`src/design/occupancy_grid_ray_update_defines.svh`:
```
// assertion macros for the occupancy grid ray update block
`ifndef OCCUPANCY_GRID_RAY_UPDATE_DEFINES_SVH
`define OCCUPANCY_GRID_RAY_UPDATE_DEFINES_SVH

// same-cycle implication, checked outside reset
`define OGRU_ASSERT_NOW(lbl, ante, cons, msg) \
  lbl: assert property (@(posedge clk) disable iff (!rst_n) (ante) |-> (cons)) else $error(msg);

// next-cycle implication, checked outside reset
`define OGRU_ASSERT_NEXT(lbl, ante, cons, msg) \
  lbl: assert property (@(posedge clk) disable iff (!rst_n) (ante) |=> (cons)) else $error(msg);

`endif

```
`src/design/ogru_ram.sv`:
```
`timescale 1ns / 1ps
`default_nettype none
// generic single-write single-read ram with registered read data
module ogru_ram #(
  parameter int WIDTH = 2,
  parameter int DEPTH = 1024
) (
  input  wire logic                     clk,
  input  wire logic                     wr_en,
  input  wire logic [$clog2(DEPTH)-1:0] wr_addr,
  input  wire logic [WIDTH-1:0]         wr_data,
  input  wire logic                     rd_en,
  input  wire logic [$clog2(DEPTH)-1:0] rd_addr,
  output      logic [WIDTH-1:0]         rd_data
);

  logic [WIDTH-1:0] mem_r [DEPTH];
  logic [WIDTH-1:0] rd_data_r;

  always_ff @(posedge clk) begin
    if (wr_en) begin
      mem_r[wr_addr] <= wr_data;
    end
    if (rd_en) begin
      rd_data_r <= mem_r[rd_addr];
    end
  end

  assign rd_data = rd_data_r;

endmodule
`default_nettype wire

```
`config.mk`:
```
export PLATFORM = sky130hd
export DESIGN_NAME = ogru_ram
export DESIGN_NICKNAME = d
export VERILOG_FILES = /design/src/design/occupancy_grid_ray_update_defines.svh /design/src/design/ogru_ram.sv
export SDC_FILE = /design/constraint.sdc
export NUM_CORES = 2
export LEC_CHECK = 0
export ABC_AREA = 1
export ABC_CLOCK_PERIOD_IN_PS = 1800
export BUFFER_PORTS_ARGS = -buffer_cell sky130_fd_sc_hd__clkbuf_2
export CAP_MARGIN = 30
export CORE_MARGIN = 4
export CORE_UTILIZATION = 40
export CTS_CLUSTER_DIAMETER = 80
export DETAILED_ROUTE_END_ITERATION = 12
export MAX_ROUTING_LAYER = met4
export SYNTH_ARGS = -nofsm -noshare
export SYNTH_HDL_FRONTEND = slang
export SYNTH_SLANG_ARGS = --single-unit
```
`constraint.sdc`:
```
create_clock -name clk -period 1.8 [get_ports clk]
set_input_delay 0.18 -clock clk [delete_from_list [all_inputs] [get_ports clk]]
set_output_delay 0.18 -clock clk [all_outputs]
set_load 0.005 [all_outputs]
```
Word level (Yosys, flattened, before mapping)
Memories as Yosys holds them, arrays and structs flattened. A register that Yosys moved wholly into a read port is not among the register bits.
Cells that the tools add are included.

cells by class
  muxes and demuxes = 2

operators by type and width
  kind    count
  $mux 1  2

storage, ports and cells
  register bits = 0
  memory bits (writable) = 2048
  bits of input ports = 25
  output and inout port bits = 2
  logic and storage cells = 3
  memories = 1

memory list
  name   depth  width  rd ports  clocked after Yosys merged registers in  wr ports  RTL line        source
  mem_r  1024   2      1         1                                        1         ogru_ram.sv:17  logic [WIDTH-1:0] mem_r [DEPTH];

Depth between registers and ports, before layout
  word-level depth = 2
  mapped depth = 17
  gate-level depth less buffers = 13

Worst setup path after synthesis
Ideal clock, no wire load.

  path kind = input port to flip-flop
  start = input port wr_addr[2]
  end = memory mem_r[443][0] (enable)
  setup time = 309 ps
  arrival time = 1505 ps
  required time = 1491 ps
  setup slack = -14 ps
  stages on the path = 8
  buffers on the path = 3
  path through = buf_2 nor3_1 inv_1 nor2_1 nand2_1 clkbuf_1 buf_1 nor2_1

RTL lines
  element      RTL line        source
  from (decl)  ogru_ram.sv:10  input wire logic [$clog2(DEPTH)-1:0] wr_addr,
  to (decl)    ogru_ram.sv:17

Straight into the memory's write port.

==> flow_summary.ini <==
[critical_path]
cp.arrival_ns = 2.40
worst_reg2reg_startpoint = mem_r[846][0]
launch_point_of_the_critical_path = mem_r[846][0]
worst_r2r_endpoint = rd_data[0]
top_fanout_value_on_the_critical_path = 1
rr_worst_depth = 12
start_kind = flip-flop
required_ns = 2.41
critPathKind = flip-flop to flip-flop
worst_setup_path_end_kind = flip-flop
regToRegSetupSlack_ns = 0.009

[pwr]
static-leakage-power_nw = 35.81
design_power_total_mw = 103.2
power-per-cell-area_nw_per_um2 = 999.0
worst_ir_drop_vdd_v = 0.0008790

[global_route]
grt_pass1_wl_um = 390700
grt_start_max_net_pins = 126
aggregate_global_route_resource_usage_pct = 23.94
vias_in_the_first_global_route = 60850
gr-total-overflow = 0
antenna_found_initial = 16

[timing]
maxClockFrequency_ghz = 0.5585
final_period_minus_worst_setup_slack_ns = 1.791
timing_hold_violations_final = 0
setup_slack_ns = 0.009429
skew_ns = 0.03074
slew_violations = 0
setup_viol = 0
worst_hold_slack_ns = 0.07734
min_period_over_period_pct = 99.48
timing.max_slew.rel_slack_pct = 56.71
grt_setup_unrepaired = true
timing_worst_slew_pin_value_ns = 0.6493

[worst_hold_path]
timing.hold.worst_path_depth = 6
hold_path_class = primary input to flip-flop
end_of_the_worst_hold_path = mem_r[793][1]
worst_hold_startpoint = wr_addr[2]

[detailed_routing]
drt_iter0_drc = 7867
detail_route.wl_per_cell_um = 23.72
detailed_routing_iteration_count_for_the_pre_antenna_repair_pass = 6
avgViaCountPerCell = 5.633
detailed_route_wl_um = 265200
route.antenna.remaining_nets = 0
routed-via-count = 62970
drt_drc_violations_left = 0

[logic_synthesis]
synth.yosys.warnings = 0
synth_sequential_area_ratio_pct = 70.78
synth_cell_type_count = 16
syn_nets = 8001
postSynthRegisterBits = 2050
synth_area_per_cell_um2 = 10.90
synth_area_um2 = 86970
post_synth_inst_count = 7976

[run]
max_cap_violations = 0

[layout]
layout.cells.most_common = nand2_1
most-common-layout-cells = 2094 x nand2_1, 2050 x edfxtp_1, 1872 x nand3_1, 1038 x nor2_1, 352 x buf_4
layout-area-overhead-vs-synth_pct = 18.72
fillerInstances = 19210
final-instance-count-excl-fill = 11180
nets = 8192
drive_above_1_share_pct = 13.37

[cts]
clock_pin_slew_worst_setup_and_hold_paths_ns = 0.06
cts_made_buffers = 210
htree_levels = 4
clk-insertion-delay-late_ns = 0.85
tritoncts_clock_tree = built
cts_root_buffer = clkbuf_16
clock_path_buffers = 3
clock_sink_count = 2050

[place]
pre_cts_ws_ns = -0.7775
placed_insts = 10790
gp_congestion = 0.8696
detailed_place_hpwl_um = 163800
io_buffer_count = 26

[floorplan]
start_util_pct = 40.36
boundaryPins = 27
num_rows = 170
die_height_um = 474.3
core_um2 = 215500
dieArea_um2 = 225000
die_width_um = 474.3

[run_status]
outcome = complete, no violations
==> kinds of logic after synthesis <==
group | synth area share, %
and+or+nand+nor | 25.59
buffers and inverters | 3.627
DFF | 70.78
==> state kept, by name, summed over array words and instances (netlist names) <==
| signal | count |
|---|---|
| mem_r | 2048 |
| rd_data | 2 |
==> timing repair <==
action                                 CTS  global route
setup buffers                            0             0
endpoints found under the hold margin  554             0
resized for setup                       77           120
pin swaps                                9            58
hold buffers                             6             0
setup endpoints to repair                2            12
==> synth_stat cells, drive strengths merged <==
library cell | count | area, um^2
clkbuf | 261 | 983.5
nor3 | 24 | 120.1
clkinv | 2 | 7.510
edfxtp | 2050 | 61560
nand4 | 5 | 31.28
nand3 | 2049 | 10250
buf | 384 | 1999
nand2 | 2119 | 7954
nor2 | 1039 | 3900
inv | 43 | 163.9
==> cell type report <==
type / count / area (um^2) / share of cell area (%)
Antenna cell: 5 / 12.51 / 0.01212
Sequential cell: 2050 / 61560 / 59.62
Multi-Input combinational cell: 5236 / 23480 / 22.74
Clock buffer: 256 / 5449 / 5.277
Inverter: 45 / 207.7 / 0.2012
Clock inverter: 124 / 1333 / 1.291
Tap cell: 2838 / 3551 / 3.439
Timing Repair Buffer: 624 / 7665 / 7.423
==> power breakdown <==
group	leakage, nW	total, mW	switching, mW	internal [mW]
Clock	3.28	43.3	18.4	24.8
Sequential	18.4	52.5	0.00939	52.5
Combinational	14.1	7.33	4.93	2.40
==> metrics by stage <==
stage | setup TNS (ns) | instance area [um^2] | utilization (%)
after floorplan | 0 | 86980 | -
after CTS | 0 | 102600 | 47.63
after detailed placement | -40.22 | 95400 | 44.27
final | 0 | 103300 | 47.92
after global routing | -0.1147 | 103300 | 47.92
after global placement | -23.31 | 95400 | 44.27
==> routing by layer <==
metal	GRT usage [%]	routed length [um]
met1	32.55	106700
met2	37.33	124400
met3	3.291	25060
met4	7.889	9075
met5	-	0
==> worst max-delay path by stage <==
stage / endpoint / cells after the start
2_1_floorplan: rd_data[0] / 16
3_3_place_gp: rd_data[0] / 17
3_5_place_dp: rd_data[0] / 17
4_1_cts: rd_data[0] / 13
5_1_grt: rd_data[0] / 12
6_report: rd_data[0] / 12
==> worst max-delay path, stage by stage, from the launching register on <==
cell      delay [ns]
edfxtp_1        0.38
nand2_1         0.08
nand3_1         0.07
nand3_1         0.10
nand3_1         0.12
nand3_2         0.11
nand3_1         0.11
nand3_2         0.16
nand3_4         0.14
nand3_2         0.11
nand2_2         0.08
nand2_1         0.06
nand2_1         0.05
Power figures use the tool's default switching activity.
