==> src/design/occupancy_grid_ray_update_defines.svh <==
// assertion macros for the occupancy grid ray update block
`ifndef OCCUPANCY_GRID_RAY_UPDATE_DEFINES_SVH
`define OCCUPANCY_GRID_RAY_UPDATE_DEFINES_SVH

// same-cycle implication, checked outside reset
`define OGRU_ASSERT_NOW(lbl, ante, cons, msg) \
  lbl: assert property (@(posedge clk) disable iff (!rst_n) (ante) |-> (cons)) else $error(msg);

// next-cycle implication, checked outside reset
`define OGRU_ASSERT_NEXT(lbl, ante, cons, msg) \
  lbl: assert property (@(posedge clk) disable iff (!rst_n) (ante) |=> (cons)) else $error(msg);

`endif

==> src/design/ogru_pkg.sv <==
`timescale 1ns / 1ps
`default_nettype none
// shared constants, types and helpers of the occupancy grid ray update block
package ogru_pkg;

  localparam int GRID_WIDTH  = 256;
  localparam int GRID_HEIGHT = 256;
  localparam int CELL_COUNT  = GRID_WIDTH * GRID_HEIGHT;
  localparam int ADDR_W      = $clog2(CELL_COUNT);

  localparam int MM_PER_CELL = 50;
  localparam int RANGE_MM    = 50000;
  localparam int MM_W        = 16;
  localparam int MM_SUM_W    = MM_W + 1;
  localparam int MAX_CELL    = (RANGE_MM - 1 + MM_PER_CELL - 1) / MM_PER_CELL;
  localparam int COORD_W     = $clog2(MAX_CELL + 1);
  localparam int START_W     = 8;
  localparam int ERR_W       = COORD_W + 3;

  // ceil division by the cell size as a reciprocal multiply
  localparam int DIV_SHIFT   = 22;
  localparam int DIV_RECIP   = ((1 << DIV_SHIFT) + MM_PER_CELL - 1) / MM_PER_CELL;
  localparam int RECIP_W     = $clog2(DIV_RECIP + 1);
  localparam int PROD_W      = MM_SUM_W + RECIP_W;

  localparam int IDX_A       = $clog2(MAX_CELL * GRID_WIDTH + MAX_CELL + 1);
  localparam int IDX_B       = $clog2(CELL_COUNT + 1);
  localparam int IDX_W       = (IDX_A > IDX_B) ? IDX_A : IDX_B;
  localparam int RD_W        = (IDX_B > 16) ? IDX_B : 16;

  localparam int CFG_IDX_W   = 1;
  localparam int CFG_DATA_W  = 8;
  localparam logic [CFG_IDX_W-1:0] CFG_START_X = 1'b0;
  localparam logic [CFG_IDX_W-1:0] CFG_START_Y = 1'b1;

  localparam logic [1:0] KIND_CLEAR = 2'd0;
  localparam logic [1:0] KIND_BEAM  = 2'd1;
  localparam logic [1:0] KIND_READ  = 2'd2;

  localparam logic signed [7:0] VAL_UNKNOWN = -8'sd1;
  localparam logic signed [7:0] VAL_FREE    = 8'sd0;
  localparam logic signed [7:0] VAL_OCC     = 8'sd100;

  typedef enum logic [1:0] {
    CELL_UNKNOWN = 2'd0,
    CELL_FREE    = 2'd1,
    CELL_OCC     = 2'd2
  } cell_code_t;

  typedef enum logic [1:0] {
    GS_CLEAR,
    GS_IDLE,
    GS_TRACE,
    GS_READ
  } grid_state_t;

  typedef enum logic [2:0] {
    TR_IDLE,
    TR_DIV,
    TR_SETUP,
    TR_WALK,
    TR_OCC
  } trace_state_t;

  typedef struct packed {
    logic              go;
    logic [MM_W-1:0]   point_x_mm;
    logic [MM_W-1:0]   point_y_mm;
  } trace_req_t;

  typedef struct packed {
    logic              en;
    logic [ADDR_W-1:0] addr;
    cell_code_t        code;
  } mem_wr_t;

  function automatic logic [IDX_W-1:0] cell_index(logic [COORD_W-1:0] x,
                                                  logic [COORD_W-1:0] y);
    return IDX_W'(x) * IDX_W'(GRID_WIDTH) + IDX_W'(y);
  endfunction

  function automatic logic signed [7:0] cell_value_of(logic [1:0] code);
    logic signed [7:0] val;
    unique case (code)
      CELL_FREE: val = VAL_FREE;
      CELL_OCC:  val = VAL_OCC;
      default:   val = VAL_UNKNOWN;
    endcase
    return val;
  endfunction

endpackage
`default_nettype wire

==> src/design/ogru_tracer.sv <==
`timescale 1ns / 1ps
`default_nettype none
// beam endpoint conversion and bresenham line walker issuing cell writes
module ogru_tracer import ogru_pkg::*; (
  input  wire logic               clk,
  input  wire logic               rst_n,
  input  wire trace_req_t         req,
  input  wire logic [START_W-1:0] start_x,
  input  wire logic [START_W-1:0] start_y,
  output      mem_wr_t            wr,
  output      logic               busy
);

  trace_state_t state_r, state_nxt;

  logic [MM_SUM_W-1:0]    mx_r, mx_nxt, my_r, my_nxt;
  logic [COORD_W-1:0]     ex_r, ex_nxt, ey_r, ey_nxt;
  logic [COORD_W-1:0]     u_r, u_nxt, bu_r, bu_nxt, v_r, v_nxt;
  logic [COORD_W-1:0]     dx_r, dx_nxt, dy_r, dy_nxt;
  logic                   steep_r, steep_nxt, up_r, up_nxt;
  logic signed [ERR_W-1:0] err_r, err_nxt;

  logic                   in_range;
  logic [PROD_W-1:0]      prod_x, prod_y;
  logic [COORD_W-1:0]     sx, sy, adx, ady, a_u, a_v, b_u, b_v;
  logic [COORD_W-1:0]     u0, ue, v0, ve;
  logic                   steep0, swap0;
  logic [COORD_W-1:0]     px, py;
  logic signed [ERR_W-1:0] err_sum, dx_s, dy_s;
  logic                   step;
  logic [IDX_W-1:0]       walk_idx, occ_idx;

  // endpoint conversion
  assign in_range = (req.point_x_mm != '0) && (req.point_y_mm != '0) &&
                    (req.point_x_mm < MM_W'(RANGE_MM)) &&
                    (req.point_y_mm < MM_W'(RANGE_MM));
  assign prod_x = PROD_W'(mx_r) * PROD_W'(DIV_RECIP);
  assign prod_y = PROD_W'(my_r) * PROD_W'(DIV_RECIP);

  // line setup
  always_comb begin
    sx     = COORD_W'(start_x);
    sy     = COORD_W'(start_y);
    adx    = (ex_r >= sx) ? ex_r - sx : sx - ex_r;
    ady    = (ey_r >= sy) ? ey_r - sy : sy - ey_r;
    steep0 = ady > adx;
    a_u    = steep0 ? sy : sx;
    a_v    = steep0 ? sx : sy;
    b_u    = steep0 ? ey_r : ex_r;
    b_v    = steep0 ? ex_r : ey_r;
    swap0  = a_u > b_u;
    u0     = swap0 ? b_u : a_u;
    ue     = swap0 ? a_u : b_u;
    v0     = swap0 ? b_v : a_v;
    ve     = swap0 ? a_v : b_v;
  end

  // walk step
  always_comb begin
    px       = steep_r ? v_r : u_r;
    py       = steep_r ? u_r : v_r;
    dx_s     = ERR_W'($signed({1'b0, dx_r}));
    dy_s     = ERR_W'($signed({1'b0, dy_r}));
    err_sum  = err_r + dy_s;
    step     = (err_sum <<< 1) >= dx_s;
    walk_idx = cell_index(px, py);
    occ_idx  = cell_index(ex_r, ey_r);
  end

  // next state
  always_comb begin
    state_nxt = state_r;
    unique case (state_r)
      TR_IDLE:  if (req.go && in_range) state_nxt = TR_DIV;
      TR_DIV:   state_nxt = TR_SETUP;
      TR_SETUP: state_nxt = TR_WALK;
      TR_WALK:  if (u_r == bu_r) state_nxt = TR_OCC;
      TR_OCC:   state_nxt = TR_IDLE;
      default:  state_nxt = TR_IDLE;
    endcase
  end

  // datapath next values
  always_comb begin
    mx_nxt    = mx_r;
    my_nxt    = my_r;
    ex_nxt    = ex_r;
    ey_nxt    = ey_r;
    u_nxt     = u_r;
    bu_nxt    = bu_r;
    v_nxt     = v_r;
    dx_nxt    = dx_r;
    dy_nxt    = dy_r;
    steep_nxt = steep_r;
    up_nxt    = up_r;
    err_nxt   = err_r;
    unique case (state_r)
      TR_IDLE: begin
        mx_nxt = MM_SUM_W'(req.point_x_mm) + MM_SUM_W'(MM_PER_CELL - 1);
        my_nxt = MM_SUM_W'(req.point_y_mm) + MM_SUM_W'(MM_PER_CELL - 1);
      end
      TR_DIV: begin
        ex_nxt = prod_x[DIV_SHIFT +: COORD_W];
        ey_nxt = prod_y[DIV_SHIFT +: COORD_W];
      end
      TR_SETUP: begin
        steep_nxt = steep0;
        u_nxt     = u0;
        bu_nxt    = ue;
        v_nxt     = v0;
        dx_nxt    = ue - u0;
        dy_nxt    = (v0 > ve) ? v0 - ve : ve - v0;
        up_nxt    = v0 < ve;
        err_nxt   = '0;
      end
      TR_WALK: begin
        u_nxt = u_r + COORD_W'(1);
        if (step) begin
          v_nxt   = up_r ? v_r + COORD_W'(1) : v_r - COORD_W'(1);
          err_nxt = err_sum - dx_s;
        end else begin
          err_nxt = err_sum;
        end
      end
      default: begin
      end
    endcase
  end

  // outputs
  always_comb begin
    wr.en   = 1'b0;
    wr.addr = walk_idx[ADDR_W-1:0];
    wr.code = CELL_FREE;
    unique case (state_r)
      TR_WALK: begin
        wr.en = !((px == ex_r) && (py == ey_r)) && (walk_idx < IDX_W'(CELL_COUNT));
      end
      TR_OCC: begin
        wr.en   = occ_idx < IDX_W'(CELL_COUNT);
        wr.addr = occ_idx[ADDR_W-1:0];
        wr.code = CELL_OCC;
      end
      default: begin
      end
    endcase
    busy = state_r != TR_IDLE;
  end

  always_ff @(posedge clk) begin
    if (!rst_n) begin
      state_r <= TR_IDLE;
    end else begin
      state_r <= state_nxt;
    end
  end

  always_ff @(posedge clk) begin
    mx_r    <= mx_nxt;
    my_r    <= my_nxt;
    ex_r    <= ex_nxt;
    ey_r    <= ey_nxt;
    u_r     <= u_nxt;
    bu_r    <= bu_nxt;
    v_r     <= v_nxt;
    dx_r    <= dx_nxt;
    dy_r    <= dy_nxt;
    steep_r <= steep_nxt;
    up_r    <= up_nxt;
    err_r   <= err_nxt;
  end

endmodule
`default_nettype wire

==> config.mk <==
export PLATFORM = sky130hd
export DESIGN_NAME = ogru_tracer
export DESIGN_NICKNAME = d
export VERILOG_FILES = /design/src/design/occupancy_grid_ray_update_defines.svh /design/src/design/ogru_pkg.sv /design/src/design/ogru_tracer.sv
export SDC_FILE = /design/constraint.sdc
export NUM_CORES = 1
export LEC_CHECK = 0
export BUFFER_PORTS_ARGS = -buffer_cell sky130_fd_sc_hd__buf_4
export CAP_MARGIN = 20
export CORE_MARGIN = 8
export CORE_UTILIZATION = 55
export CTS_CLUSTER_SIZE = 25
export DETAILED_ROUTE_END_ITERATION = 16
export HOLD_SLACK_MARGIN = 0.08
export PLACE_DENSITY_LB_ADDON = 0.05
export SYNTH_ARGS = -nofsm -noshare
export SYNTH_HDL_FRONTEND = slang
export SYNTH_SLANG_ARGS = --single-unit
==> constraint.sdc <==
create_clock -name clk -period 19.5 [get_ports clk]
set_input_delay 5.85 -clock clk [delete_from_list [all_inputs] [get_ports clk]]
set_output_delay 5.85 -clock clk [all_outputs]
set_load 0.05 [all_outputs]
=== After elaboration in Yosys (flattened, before gate mapping) ===
Cells that the tools add are included.

* $add $sub $neg: 16
* Multiply operators: 2
* $lt $le $gt $ge: 11
* Eq/ne operators: 10
* Multiplexer cells: 24
* Reductions and logical operators: 14

{| class="wikitable"
|+ Operator list
! cell !! count
|-
| $mux 10 || 13
|-
| $mul 17x17->32 const B || 2
|-
| $pmux 10 s2 || 2
|-
| $add 18x10->18 || 2
|-
| $lt 18x17->1 const B || 2
|-
| $add 16x6->17 const B || 2
|-
| $lt 16x16->1 const B || 2
|-
| $reduce_bool 16->1 || 2
|-
| $eq 10x10->1 || 3
|-
| $sub 10x10->10 || 3
|-
| $pmux 13 s2 || 1
|-
| $add 10x1->10 const B || 2
|-
| $ge 10x8->1 || 2
|-
| $gt 10x10->1 || 2
|-
| $sub 10x8->10 || 2
|-
| $sub 8x10->10 || 2
|-
| $mux 18 || 1
|-
| $mux 8 || 2
|-
| $add 13x11->13 || 1
|-
| $ge 13x11->1 || 1
|-
| $mux 13 || 1
|-
| $sub 13x11->13 || 1
|-
| $pmux 3 s4 || 1
|-
| $gt 8x10->1 || 1
|-
| other kinds (14) || 24
|}

* Bits in registers: 122
* Input bits: 51
* Output and inout bits: 20
* Logic and storage cells: 90

=== Logic depth before layout (Yosys ltp) ===
Gate-level depths: netlist of run 1.

* Depth in word-level cells: 8
* Depth in mapped cells: 53
* Mapped depth without buffers: 46

=== Least setup slack after synthesis of run 1 ===
Ideal clock, no wire load.

* Path kind: input port to flip-flop
* Start point: input port start_x[0]
* End point: register dy_r[9], data pin
* Library setup time: 0.265 ns
* Arrival time: 15.128 ns
* Data required time: 19.235 ns
* Slack: 4.107 ns
* Stages: 48
* Buffers on the path: 7
* Cell sequence: ha_1 -> inv_1 -> fa_1 -> a21oi_1 -> o211ai_1 -> a21o_1 -> a21o_1 -> a31o_2 -> clkbuf_1 -> mux2_2 -> o21ai_0 -> a31oi_1 -> nor3_1 -> nor2_1 -> o31a_1 -> ha_1 -> and4_1 -> a2111o_1 -> (+12 left out) -> clkbuf_1 -> buf_2 -> buf_2 -> a21oi_1 -> mux2i_1 -> inv_1 -> fa_1 -> a21o_1 -> a21o_1 -> a221oi_1 -> nor2_1 -> o21ai_0 -> o41ai_2 -> mux2_2 -> o21ai_1 -> a221oi_2 -> o211ai_1 -> xor2_1

* Cells in the longest elaborated chain, start to end: 8
* Elaborated cells between the ends (all ways): 16
* Classes of those cells: 4 x add/sub; 4 x order compare; 8 x mux

{| class="wikitable"
|+ RTL lines
! what !! RTL line !! source
|-
| start, declared || ogru_tracer.sv:8 || <nowiki>input wire logic [START_W-1:0] start_x,</nowiki>
|-
| $sub 8x10->10 (tied with other cells) || ogru_tracer.sv:44 || <nowiki>adx = (ex_r >= sx) ? ex_r - sx : sx - ex_r;</nowiki>
|-
| $mux 10 || ogru_tracer.sv:44 ||
|-
| $gt 10x10->1 || ogru_tracer.sv:46 || <nowiki>steep0 = ady > adx;</nowiki>
|-
| $mux 8 or $mux 10 (tied branches) || ogru_tracer.sv:47, ogru_tracer.sv:49 ||
|-
| $gt 8x10->1 || ogru_tracer.sv:51 || <nowiki>swap0 = a_u > b_u;</nowiki>
|-
| $mux 10 (on tied branches) || ogru_tracer.sv:55, ogru_tracer.sv:54 ||
|-
| $sub 10x10->10 or $gt 10x10->1 (tied branches) || ogru_tracer.sv:112 || <nowiki>dy_nxt = (v0 > ve) ? v0 - ve : ve - v0;</nowiki>
|-
| $mux 10 (*) || ogru_tracer.sv:112 ||
|-
| end signal, assigned || ogru_tracer.sv:167 || <nowiki>dy_r <= dy_nxt;</nowiki>
|-
| end, declared || ogru_tracer.sv:19 || <nowiki>logic [COORD_W-1:0] dx_r, dx_nxt, dy_r, dy_nxt;</nowiki>
|}

Mark *: on every way between the ends. The rest lies on a longest branch, timed or not.
A chain may end at the register's enable or synchronous reset.

=== Final worst setup path of run 1 ===
Ends and elaborated chain as after synthesis.

==> results of run 1 <==
Yosys cell counts (8+ instances only):
library cell and count:
ha_1 402, inv_1 371, fa_1 253, nor2_1 131
a21oi_1 129, edfxtp_1 118, nand2_1 108, xnor2_1 96
o21ai_0 65, mux2i_1 59, a21o_1 48, clkbuf_1 41
nand3_1 41, xor2_1 41, nor3_1 29, nand4_1 22
o211ai_1 18, o21bai_1 17, a211oi_1 15, nor2b_1 15
o21a_1 15, and2_1 14, o21ai_1 13, nor4b_1 12
buf_2 10, mux2_2 10, or2_2 10, a31oi_1 9
and3_1 8
per-layer routing:
metal / up-vias / wire (µm)
li1: 7706 / -
met1: 7735 / 24500
met2: 323 / 27300
met3: 75 / 1700
met4: 0 / 1800
met5: - / 0
worst max-delay path, delay by kind of cell:
family	cells	cell delay, ns
compound gates	23	5.38
xor+xnor	2	0.30
buf+inv	5	1.26
simple gates	8	2.50
fa+ha+maj	5	1.59
mux	1	0.26
cells in the final DEF, fill, tap and decap left out, drive strengths merged, types with 7 or more instances in the layout:
master and count:
ha 402, inv 378, fa 253, a21oi 132
nor2 131, edfxtp 118, nand2 108, xnor2 96
buf 84, o21ai 78, mux2i 60, a21o 48
nand3 42, xor2 41, nor3 30, nand4 22
o211ai 19, clkbuf 18, o21bai 17, a211oi 16
nor2b 15, o21a 15, and2 14, nor4b 12
or2 11, mux2 11, a31oi 9, and3 8
nor4 7, clkinv 7
state kept, by name, summed over array words and instances, names as in the netlist:
name and count:
dx_r 10, v_r 10, state_r 3, bu_r 10
ex_r 10, mx_r 17, ey_r 10, steep_r 1
err_r 12, u_r 10, up_r 1, dy_r 10
my_r 17
area by class of cell:
cell class / instances / area share (%)
multi-input cells: 1681 / 70.7
flip-flops and latches: 121 / 15.3
inverters: 373 / 5.95
well taps: 525 / 2.79
repair buffers: 84 / 2.77
clock buffers: 18 / 1.83
clock inverters: 14 / 0.585
per-stage QoR:
step | instances | util, % | hold slack (ns) | cell area, µm²
2_1_floorplan | 2236 | - | 0.520 | 21900
3_3_place_gp | 2783 | 57.9 | 0.576 | 22900
4_1_cts | 2816 | 59.4 | 0.592 | 23500
3_5_place_dp | 2784 | 58.0 | 0.571 | 22900
6_report | 2816 | 59.4 | 0.584 | 23500
5_1_grt | 2816 | 59.4 | 0.615 | 23500
worst max path at each step:
stage / from / endpoint / slack (ns) / cells after the start
global placement: start_x[0] / dy_r[9] / 2.36 / 45
finish: start_x[0] / dy_r[9] / 2.47 / 44
floorplan: start_x[0] / dy_r[9] / 4.11 / 48
CTS: start_x[0] / dy_r[9] / 2.62 / 44
global route: start_x[0] / dy_r[9] / 1.64 / 44
detailed placement: start_x[0] / dy_r[9] / 2.19 / 44
kinds of logic after synthesis:
family | share of synthesized area (%)
AOI/OAI and AO/OA | 11.6
xor gates and xnor gates | 5.48
adders and majority gates | 46.1
buffers and inverters | 7.64
DFF | 16.5
muxes | 3.38
and+or+nand+nor | 9.31
==> out/results.tsv, run 1 <==
stage	metric	value	unit
status	outcome	finished, final reports clean	
global_routing	met1 usage	31.4	%
placement	Final GP Congestion	0.966	
global_routing	first-pass GRT wire length	90600	µm
layout	Layout area overhead	7.38	%
global_routing	met2 Usage GRT	42.6	%
die	die footprint	46400	µm²
synthesis	synth warn	0	
clocking	clock root buffer	clkbuf_16	
synthesis	cells taking the most area after synthesis	fa_1 (23%), ha_1 (23%), edfxtp_1 (16%)	
clocking	Clock Sinks	121	
layout	multi-input logic area	16600	µm²
timing	clock skew	0.0118	ns
clocking	CTS buffer count	17	
timing	Slew HR	32.1	%
clocking	clk_lat worst skew	0.43	ns
synthesis	Syn Inst Count	2236	
drt	Via density	5.62	
min_path	HP Class	reg2reg	
global_routing	largest net degree at the start of global routing	49	
synthesis	Post-synth ARST share	0	%
timing	Final period util	87.3	%
worst_setup_path	slowest stage delay, CP	0.67	ns
placement	Port Buf Inserts	70	
worst_setup_path	crit-path most repeated cell	o21ai_0	
layout	register area	3600	µm²
drt	DR iter-0 viols	965	
drt	Pre-antenna DRT Iters	7	
global_routing	GR Util met3	2.34	%
synthesis	number of synthesized register bits	121	
layout	Filler Cells Inserted	3462	
layout	# diodes	0	
min_path	hold depth	1	
drt	DR DRC count	0	
die	Core Region	39500	µm²
global_routing	vias in the first global route	16800	
timing	final setup margin	2.47	ns
clocking	hold-fix buffers at CTS	0	
die	Die H	216	µm
clocking	TritonCTS clock tree	yes	
worst_setup_path	Crit Path Class	in2reg	
placement	post-DP HPWL	46700	µm
die	Die Wd	216	µm
drt	vias	15800	
global_routing	GR Overflow Total	0	
synthesis	register area share after synthesis	16.5	%
drt	Routed WL	55300	µm
synthesis	syn avg cell area	9.79	µm²
timing	final hold vios	0	
global_routing	gr usage total	24.4	%
drt	post-DR wirelength/cell	19.6	µm
clocking	deepest level of the CTS H-tree	4	
worst_setup_path	R2R setup slack	7.14	ns
die	I/O Pins	71	
worst_setup_path	maximum fanout along the worst path	48	
timing	worst slew pin tran	1.02	ns
worst_setup_path	RR Startpoint	ex_r[0]	
synthesis	synthesized cell area	21900	µm²
synthesis	EDFF count, synth	118	
worst_setup_path	R2R Path End	dy_r[9]	
die	Rows	73	
worst_setup_path	Slowest-stage cell, CP	nor3_4	
timing	Setup Viol. Count Final	0	
clocking	Post-CTS Setup Bufs	0	
timing	TNS Setup	0	ns
worst_setup_path	crit path DAT	17.18	ns
worst_setup_path	Setup crit end kind	flop	
timing	RSZ-0062 raised after global routing	no	
clocking	CTS max path bufs	2	
global_routing	most used routing layer	met2	
min_path	Worst Hold Path EP	state_r[1]	
die	Initial Utilization	55.4	%
layout	layout cells sized above 1	6.77	%
drt	Antenna Nets Post-Route	0	
clocking	cells resized by post-CTS repair	0	
synthesis	cell accounting for the most synthesized area	fa_1	
synthesis	syn_nets	2942	
min_path	Hold Startpoint	state_r[1]	
synthesis	post-synth top area share	23.1	%
timing	fmax	58.7	MHz
synthesis	most common flop cell mapped by yosys	edfxtp_1	
timing	Pins Over Slew Limit	0	
clocking	Worst-path clk slew	0.06	ns
timing	post-route minimum period	17.03	ns
worst_setup_path	worst r2r path cells	44	
run	Max-Cap Viols	0	
global_routing	initial antenna violation count	0	
worst_setup_path	CP Data Required Time	19.66	ns
synthesis	Synth cell types	83	
worst_setup_path	startpoint types	primary input	
placement	Worst Setup Slack post-DPL	2.19	ns
layout	layout net count	2984	
Power of run 1 is left out: the tool's default activity adds up to more than one toggle a clock period on the data nets, which glitch-free logic cannot reach.
==> inputs of run 2 (changes only) <==
--- a/config.mk
+++ b/config.mk
@@ -8,11 +8,12 @@
 export BUFFER_PORTS_ARGS = -buffer_cell sky130_fd_sc_hd__buf_4
 export CAP_MARGIN = 20
 export CORE_MARGIN = 8
-export CORE_UTILIZATION = 55
+export CORE_UTILIZATION = 40
 export CTS_CLUSTER_SIZE = 25
 export DETAILED_ROUTE_END_ITERATION = 16
 export HOLD_SLACK_MARGIN = 0.08
 export PLACE_DENSITY_LB_ADDON = 0.05
+export RECOVER_POWER = 25
 export SYNTH_ARGS = -nofsm -noshare
 export SYNTH_HDL_FRONTEND = slang
 export SYNTH_SLANG_ARGS = --single-unit
==> run 2 against run 1 <==
  * The run now ends with capacitance limit, slew limit left
  * Routed wire length grew 6.7%
  * Register-to-register slack worse by 0.12 ns
  * Die area up 35%
  * Global-route usage decreased by 5.2 points
  * First-iteration DRC count rose by 17%
  * Final cell count rose by 6.3%
  * Via count up 0.66%
  * Core utilization is 15 points lower
  * Non-clock buffer count up 6
  * Critical endpoint unchanged
  * Highest routed layer unchanged
==> out/results.tsv, run 2 (synthesis results as in run 1) <==
stage	metric	value	unit	change
status	outcome	complete, but fails checks		
status	failing checks	capacitance limit, slew limit		
timing	RSZ-0062 raised after global routing	no		
layout	top flop regs	mx_r: 17 flops, my_r: 17 flops, err_r: 12 flops		
run	Max-Cap Viols	1		+1
timing	clock skew	0.0134	ns	+0.00166 ns
drt	DR DRC count	0		unchanged
worst_setup_path	crit path DAT	17.33	ns	+0.15 ns
placement	post-DP HPWL	49400	µm	+5.9%
worst_setup_path	Slowest-stage cell, CP	a2111o_1		
drt	vias	15900		+0.66%
layout	leading cell type in the layout, fill and taps excluded	ha_1		
worst_setup_path	worst r2r path cells	46		+4.5%
layout	Filler Cells Inserted	5299		+53%
clocking	hold-fix buffers at CTS	0		unchanged
clocking	CTS buffer count	17		unchanged
clocking	Worst-path clk slew	0.06	ns	about the same
clocking	CTS max path bufs	2		unchanged
worst_setup_path	Setup crit end kind	flop		
placement	Final GP Congestion	0.934		-3.3%
die	Rows	85		+16%
clocking	clk_lat worst skew	0.46	ns	+0.03 ns
worst_setup_path	Crit Path Class	in2reg		
die	I/O Pins	71		unchanged
clocking	Clock Sinks	121		unchanged
drt	Pre-antenna DRT Iters	8		+1
placement	Port Buf Inserts	70		unchanged
global_routing	gr usage total	19.1	%	-5.2 points
layout	Layout area overhead	8.75	%	
clocking	deepest level of the CTS H-tree	4		unchanged
die	Die H	250	µm	+16%
die	Core Region	54000	µm²	+37%
global_routing	initial antenna violation count	0		unchanged
worst_setup_path	startpoint types	primary input		
die	Die Wd	250	µm	+16%
timing	Setup Viol. Count Final	0		unchanged
timing	worst slew pin tran	1.89	ns	+0.869 ns
worst_setup_path	CP Data Required Time	19.69	ns	+0.03 ns
timing	final hold vios	0		unchanged
timing	fmax	58.3	MHz	-0.70%
worst_setup_path	crit-path most repeated cell	o21ai_0		
worst_setup_path	maximum fanout along the worst path	40		-17%
drt	Routed WL	59000	µm	+6.7%
worst_setup_path	slowest stage delay, CP	0.74	ns	+0.07 ns
min_path	HP Class	reg2reg		
drt	DR iter-0 viols	1126		+17%
timing	post-route minimum period	17.15	ns	+0.120 ns
layout	layout net count	2990		+0.20%
clocking	TritonCTS clock tree	yes		
timing	Pins Over Slew Limit	33		+33
min_path	hold depth	1		unchanged
drt	Via density	5.33		-5.3%
global_routing	largest net degree at the start of global routing	41		-16%
clocking	Post-CTS Setup Bufs	0		unchanged
layout	layout cells sized above 1	6.88	%	+0.11 points
layout	# diodes	0		unchanged
die	die footprint	62500	µm²	+35%
global_routing	first-pass GRT wire length	94200	µm	+4.0%
drt	post-DR wirelength/cell	19.7	µm	+0.44%
timing	TNS Setup	0	ns	unchanged
global_routing	GR Overflow Total	0		unchanged
global_routing	vias in the first global route	16500		-2.1%
die	Initial Utilization	40.5	%	-15 points
clocking	cells resized by post-CTS repair	0		unchanged
timing	Slew HR	-25.8	%	-58 points
timing	Final period util	87.9	%	+0.62 points
layout	commonest cells after routing, fill and taps aside	ha_1 (402), inv_1 (371), fa_1 (253), nor2_1 (130), a21oi_1 (129)		
drt	Antenna Nets Post-Route	0		unchanged
clocking	clock root buffer	clkbuf_16		
[run 2: cell count changes in the layout (fill, tap and decap cells not counted), sizes merged]
cell / previous run / this run
clkbuf: 18 / 20
buf: 84 / 87
inv: 378 / 379
clkinv: 7 / 4
bufinv: 1 / 4
[run 2: metal layers]
layer	up-vias	GRT usage [%]	routed length (µm)
li1	7728	-	-
met1	7800	26.2	27900
met2	356	32.0	27800
met3	59	2.23	2280
met4	0	4.79	1070
met5	-	0	0
[run 2: metrics by stage]
| stage | hold WS [ns] | setup WS [ns] | cells | area (µm²) | util (%) |
|---|---|---|---|---|---|
| finish | 0.590 | 2.35 | 2993 | 23800 | 44.1 |
| global route | 0.640 | 1.69 | 2993 | 23800 | 44.1 |
| CTS | 0.593 | 2.29 | 2991 | 23800 | 44.1 |
| detailed placement | 0.582 | 1.81 | 2959 | 23200 | 42.9 |
| global placement | 0.564 | 2.14 | 2958 | 23200 | 42.9 |
| floorplan | 0.520 | 4.11 | 2236 | 21900 | - |
[run 2: area by class of cell]
| cell class | instances | area [µm²] | share of cell area (%) |
|---|---|---|---|
| Timing Repair Buffer | 90 | 672 | 2.82 |
| Inverter | 373 | 1400 | 5.88 |
| Sequential cell | 121 | 3600 | 15.1 |
| Tap cell | 696 | 871 | 3.66 |
| Clock inverter | 15 | 211 | 0.888 |
| Multi-Input combinational cell | 1681 | 16600 | 69.8 |
| Clock buffer | 17 | 425 | 1.79 |
[run 2: worst max-delay path: cells and delay by family]
kind / cells / cell delay (ns)
mux: 2 / 0.47
fa+ha+maj: 6 / 1.92
simple gates: 6 / 1.65
compound gates: 24 / 5.77
buf+inv: 6 / 1.32
xor+xnor: 2 / 0.29
[run 2: worst paths after layout]
| check | start | endpoint | slack, ns |
|---|---|---|---|
| setup / recovery | start_x[0] | dy_r[9] | 2.35 |
| hold / removal | state_r[1] | state_r[1] | 0.59 |
| setup reg to reg | ex_r[0] | dy_r[9] | 7.02 |
| hold reg to reg | state_r[1] | state_r[1] | 0.59 |
Power of run 2 is left out for the same reason.
==> inputs of run 3 (changes only) <==
--- a/config.mk
+++ b/config.mk
@@ -7,6 +7,7 @@
 export LEC_CHECK = 0
 export BUFFER_PORTS_ARGS = -buffer_cell sky130_fd_sc_hd__buf_4
 export CAP_MARGIN = 20
+export CORE_ASPECT_RATIO = 1.2
 export CORE_MARGIN = 8
 export CORE_UTILIZATION = 40
 export CTS_CLUSTER_SIZE = 25
==> run 3 against run 2 <==
  * Routed wire length down 0.41%
  * Register-to-register slack better by 0.10 ns
  * Maximum frequency up 0.95%
  * Core utilization down 0.30 points
  * Die area about the same
  * Sequential share of layout area about the same
  * The run still ends with capacitance limit, slew limit left
  * Clock-buffer cell count up 1
  * Setup slack better by 0.16 ns
  * Global-route usage up 0.36 points
  * Design area about the same
  * Sequential cell count unchanged
  * Clock skew up 0.0010 ns
==> out/results.tsv, run 3 (synthesis results as in run 1) <==
stage	metric	value	unit	change
timing	post-route minimum period	16.99	ns	-0.161 ns
run	Max-Cap Viols	1		unchanged
clocking	CTS buffer count	17		unchanged
timing	TNS Setup	0	ns	unchanged
worst_setup_path	delay-heaviest family, CP	compound AO/OA/AOI/OAI gates		
global_routing	GR Overflow Total	0		unchanged
timing	Final period util	87.1	%	-0.83 points
worst_setup_path	slowest stage delay, CP	0.70	ns	-0.04 ns
placement	Port Buf Inserts	70		unchanged
timing	RSZ-0062 raised after global routing	no		
placement	post-DP HPWL	49300	µm	-0.37%
clocking	Worst-path clk slew	0.06	ns	about the same
global_routing	largest net degree at the start of global routing	54		+32%
die	Rows	94		+11%
layout	Post-Layout Cell Count	3018		+0.84%
clocking	Clock Sinks	121		unchanged
layout	layout cells sized above 1	6.83	%	-0.047 points
worst_setup_path	crit path from	start_x[0]		
die	Die Wd	230	µm	-8.2%
die	Die H	272	µm	+8.9%
timing	Setup Viol. Count Final	0		unchanged
timing	fmax	58.9	MHz	+0.95%
drt	Pre-antenna DRT Iters	6		-2
placement	placed cell areas	23200	µm²	+0.22%
worst_setup_path	crit path DAT	17.18	ns	-0.15 ns
drt	Antenna Nets Post-Route	0		unchanged
layout	layout net count	2991		+0.033%
worst_setup_path	Crit Path Class	in2reg		
min_path	HP Class	reg2reg		
worst_setup_path	startpoint types	primary input		
global_routing	initial antenna violation count	0		unchanged
clocking	cells resized by post-CTS repair	0		unchanged
die	die footprint	62500	µm²	about the same
drt	DR DRC count	0		unchanged
min_path	Hold Startpoint	state_r[1]		
timing	Slew HR	-18.6	%	+7.1 points
global_routing	vias in the first global route	17200		+4.5%
worst_setup_path	maximum fanout along the worst path	26		-35%
clocking	Post-CTS Setup Bufs	0		unchanged
drt	post-DR wirelength/cell	19.5	µm	-1.2%
placement	Final GP Congestion	0.906		-3.0%
global_routing	gr usage total	19.5	%	+0.36 points
drt	vias	15800		-0.80%
drt	Routed WL	58800	µm	-0.41%
clocking	CTS max path bufs	2		unchanged
timing	final hold vios	0		unchanged
layout	Layout area overhead	8.86	%	about the same
clocking	hold-fix buffers at CTS	0		unchanged
worst_setup_path	RR Startpoint	ex_r[0]		
die	I/O Pins	71		unchanged
timing	Pins Over Slew Limit	35		+6.1%
drt	Via density	5.24		-1.6%
layout	# diodes	0		unchanged
worst_setup_path	CP Buf/Inv Count	6		unchanged
clocking	clock root buffer	clkbuf_16		
worst_setup_path	R2R setup slack	7.12	ns	+0.10 ns
layout	commonest cells after routing, fill and taps aside	ha_1 (402), inv_1 (371), fa_1 (253), nor2_1 (130), a21oi_1 (129)		
clocking	deepest level of the CTS H-tree	4		unchanged
layout	leading cell type in the layout, fill and taps excluded	ha_1		
drt	DR iter-0 viols	843		-25%
timing	clock skew	0.0145	ns	+0.00105 ns
layout	design area	23800	µm²	about the same
layout	top flop regs	mx_r: 17 flops, my_r: 17 flops, err_r: 12 flops		
timing	worst slew pin tran	1.78	ns	-0.107 ns
status	failing checks	capacitance limit, slew limit		
status	outcome	complete, but fails checks		
die	Initial Utilization	40.2	%	-0.32 points
worst_setup_path	Slowest-stage cell, CP	or3_1		
clocking	clk_lat worst skew	0.47	ns	about the same
worst_setup_path	CP Data Required Time	19.70	ns	about the same
die	Core Region	54500	µm²	+0.79%
worst_setup_path	Setup crit end kind	flop		
global_routing	first-pass GRT wire length	95200	µm	+1.1%
placement	dpl cells	2985		+0.88%
clocking	TritonCTS clock tree	yes		
-- run 3: changes by cell type in the layout (fill, tap and decap cells not counted), sizes merged --
cell and change:
inv -5, clkinv +3, buf +1, clkbuf +1
clkinvlp +1
-- run 3: final timing paths --
check             cells after the start          to
setup / recovery                     46     dy_r[9]
hold / removal                        1  state_r[1]
setup reg to reg                     46     dy_r[9]
hold reg to reg                       1  state_r[1]
-- run 3: layer usage --
metal	part of all wire (%)	track usage, %	vias up
li1	-	-	7719
met3	2.6	2.54	77
met5	0	0	-
met1	42	22.9	7739
met2	53	36.4	280
met4	2.5	5.99	0
-- run 3: final cells by class --
type	count	area, µm²
fillers	5345	30600
multi-input cells	1681	16600
flip-flops and latches	121	3600
inverters	373	1400
well taps	720	901
repair buffers	91	672
clock buffers	18	429
clock inverters	14	196
-- run 3: metrics by stage --
| step | hold slack, ns | utilization, % | worst slack [ns] |
|---|---|---|---|
| 5_1_grt | 0.667 | 43.8 | 1.84 |
| 6_report | 0.602 | 43.8 | 2.51 |
| 4_1_cts | 0.621 | 43.8 | 2.68 |
| 2_1_floorplan | 0.520 | - | 4.11 |
| 3_5_place_dp | 0.602 | 42.6 | 2.23 |
| 3_3_place_gp | 0.586 | 42.6 | 2.51 |
Power of run 3 is left out for the same reason.
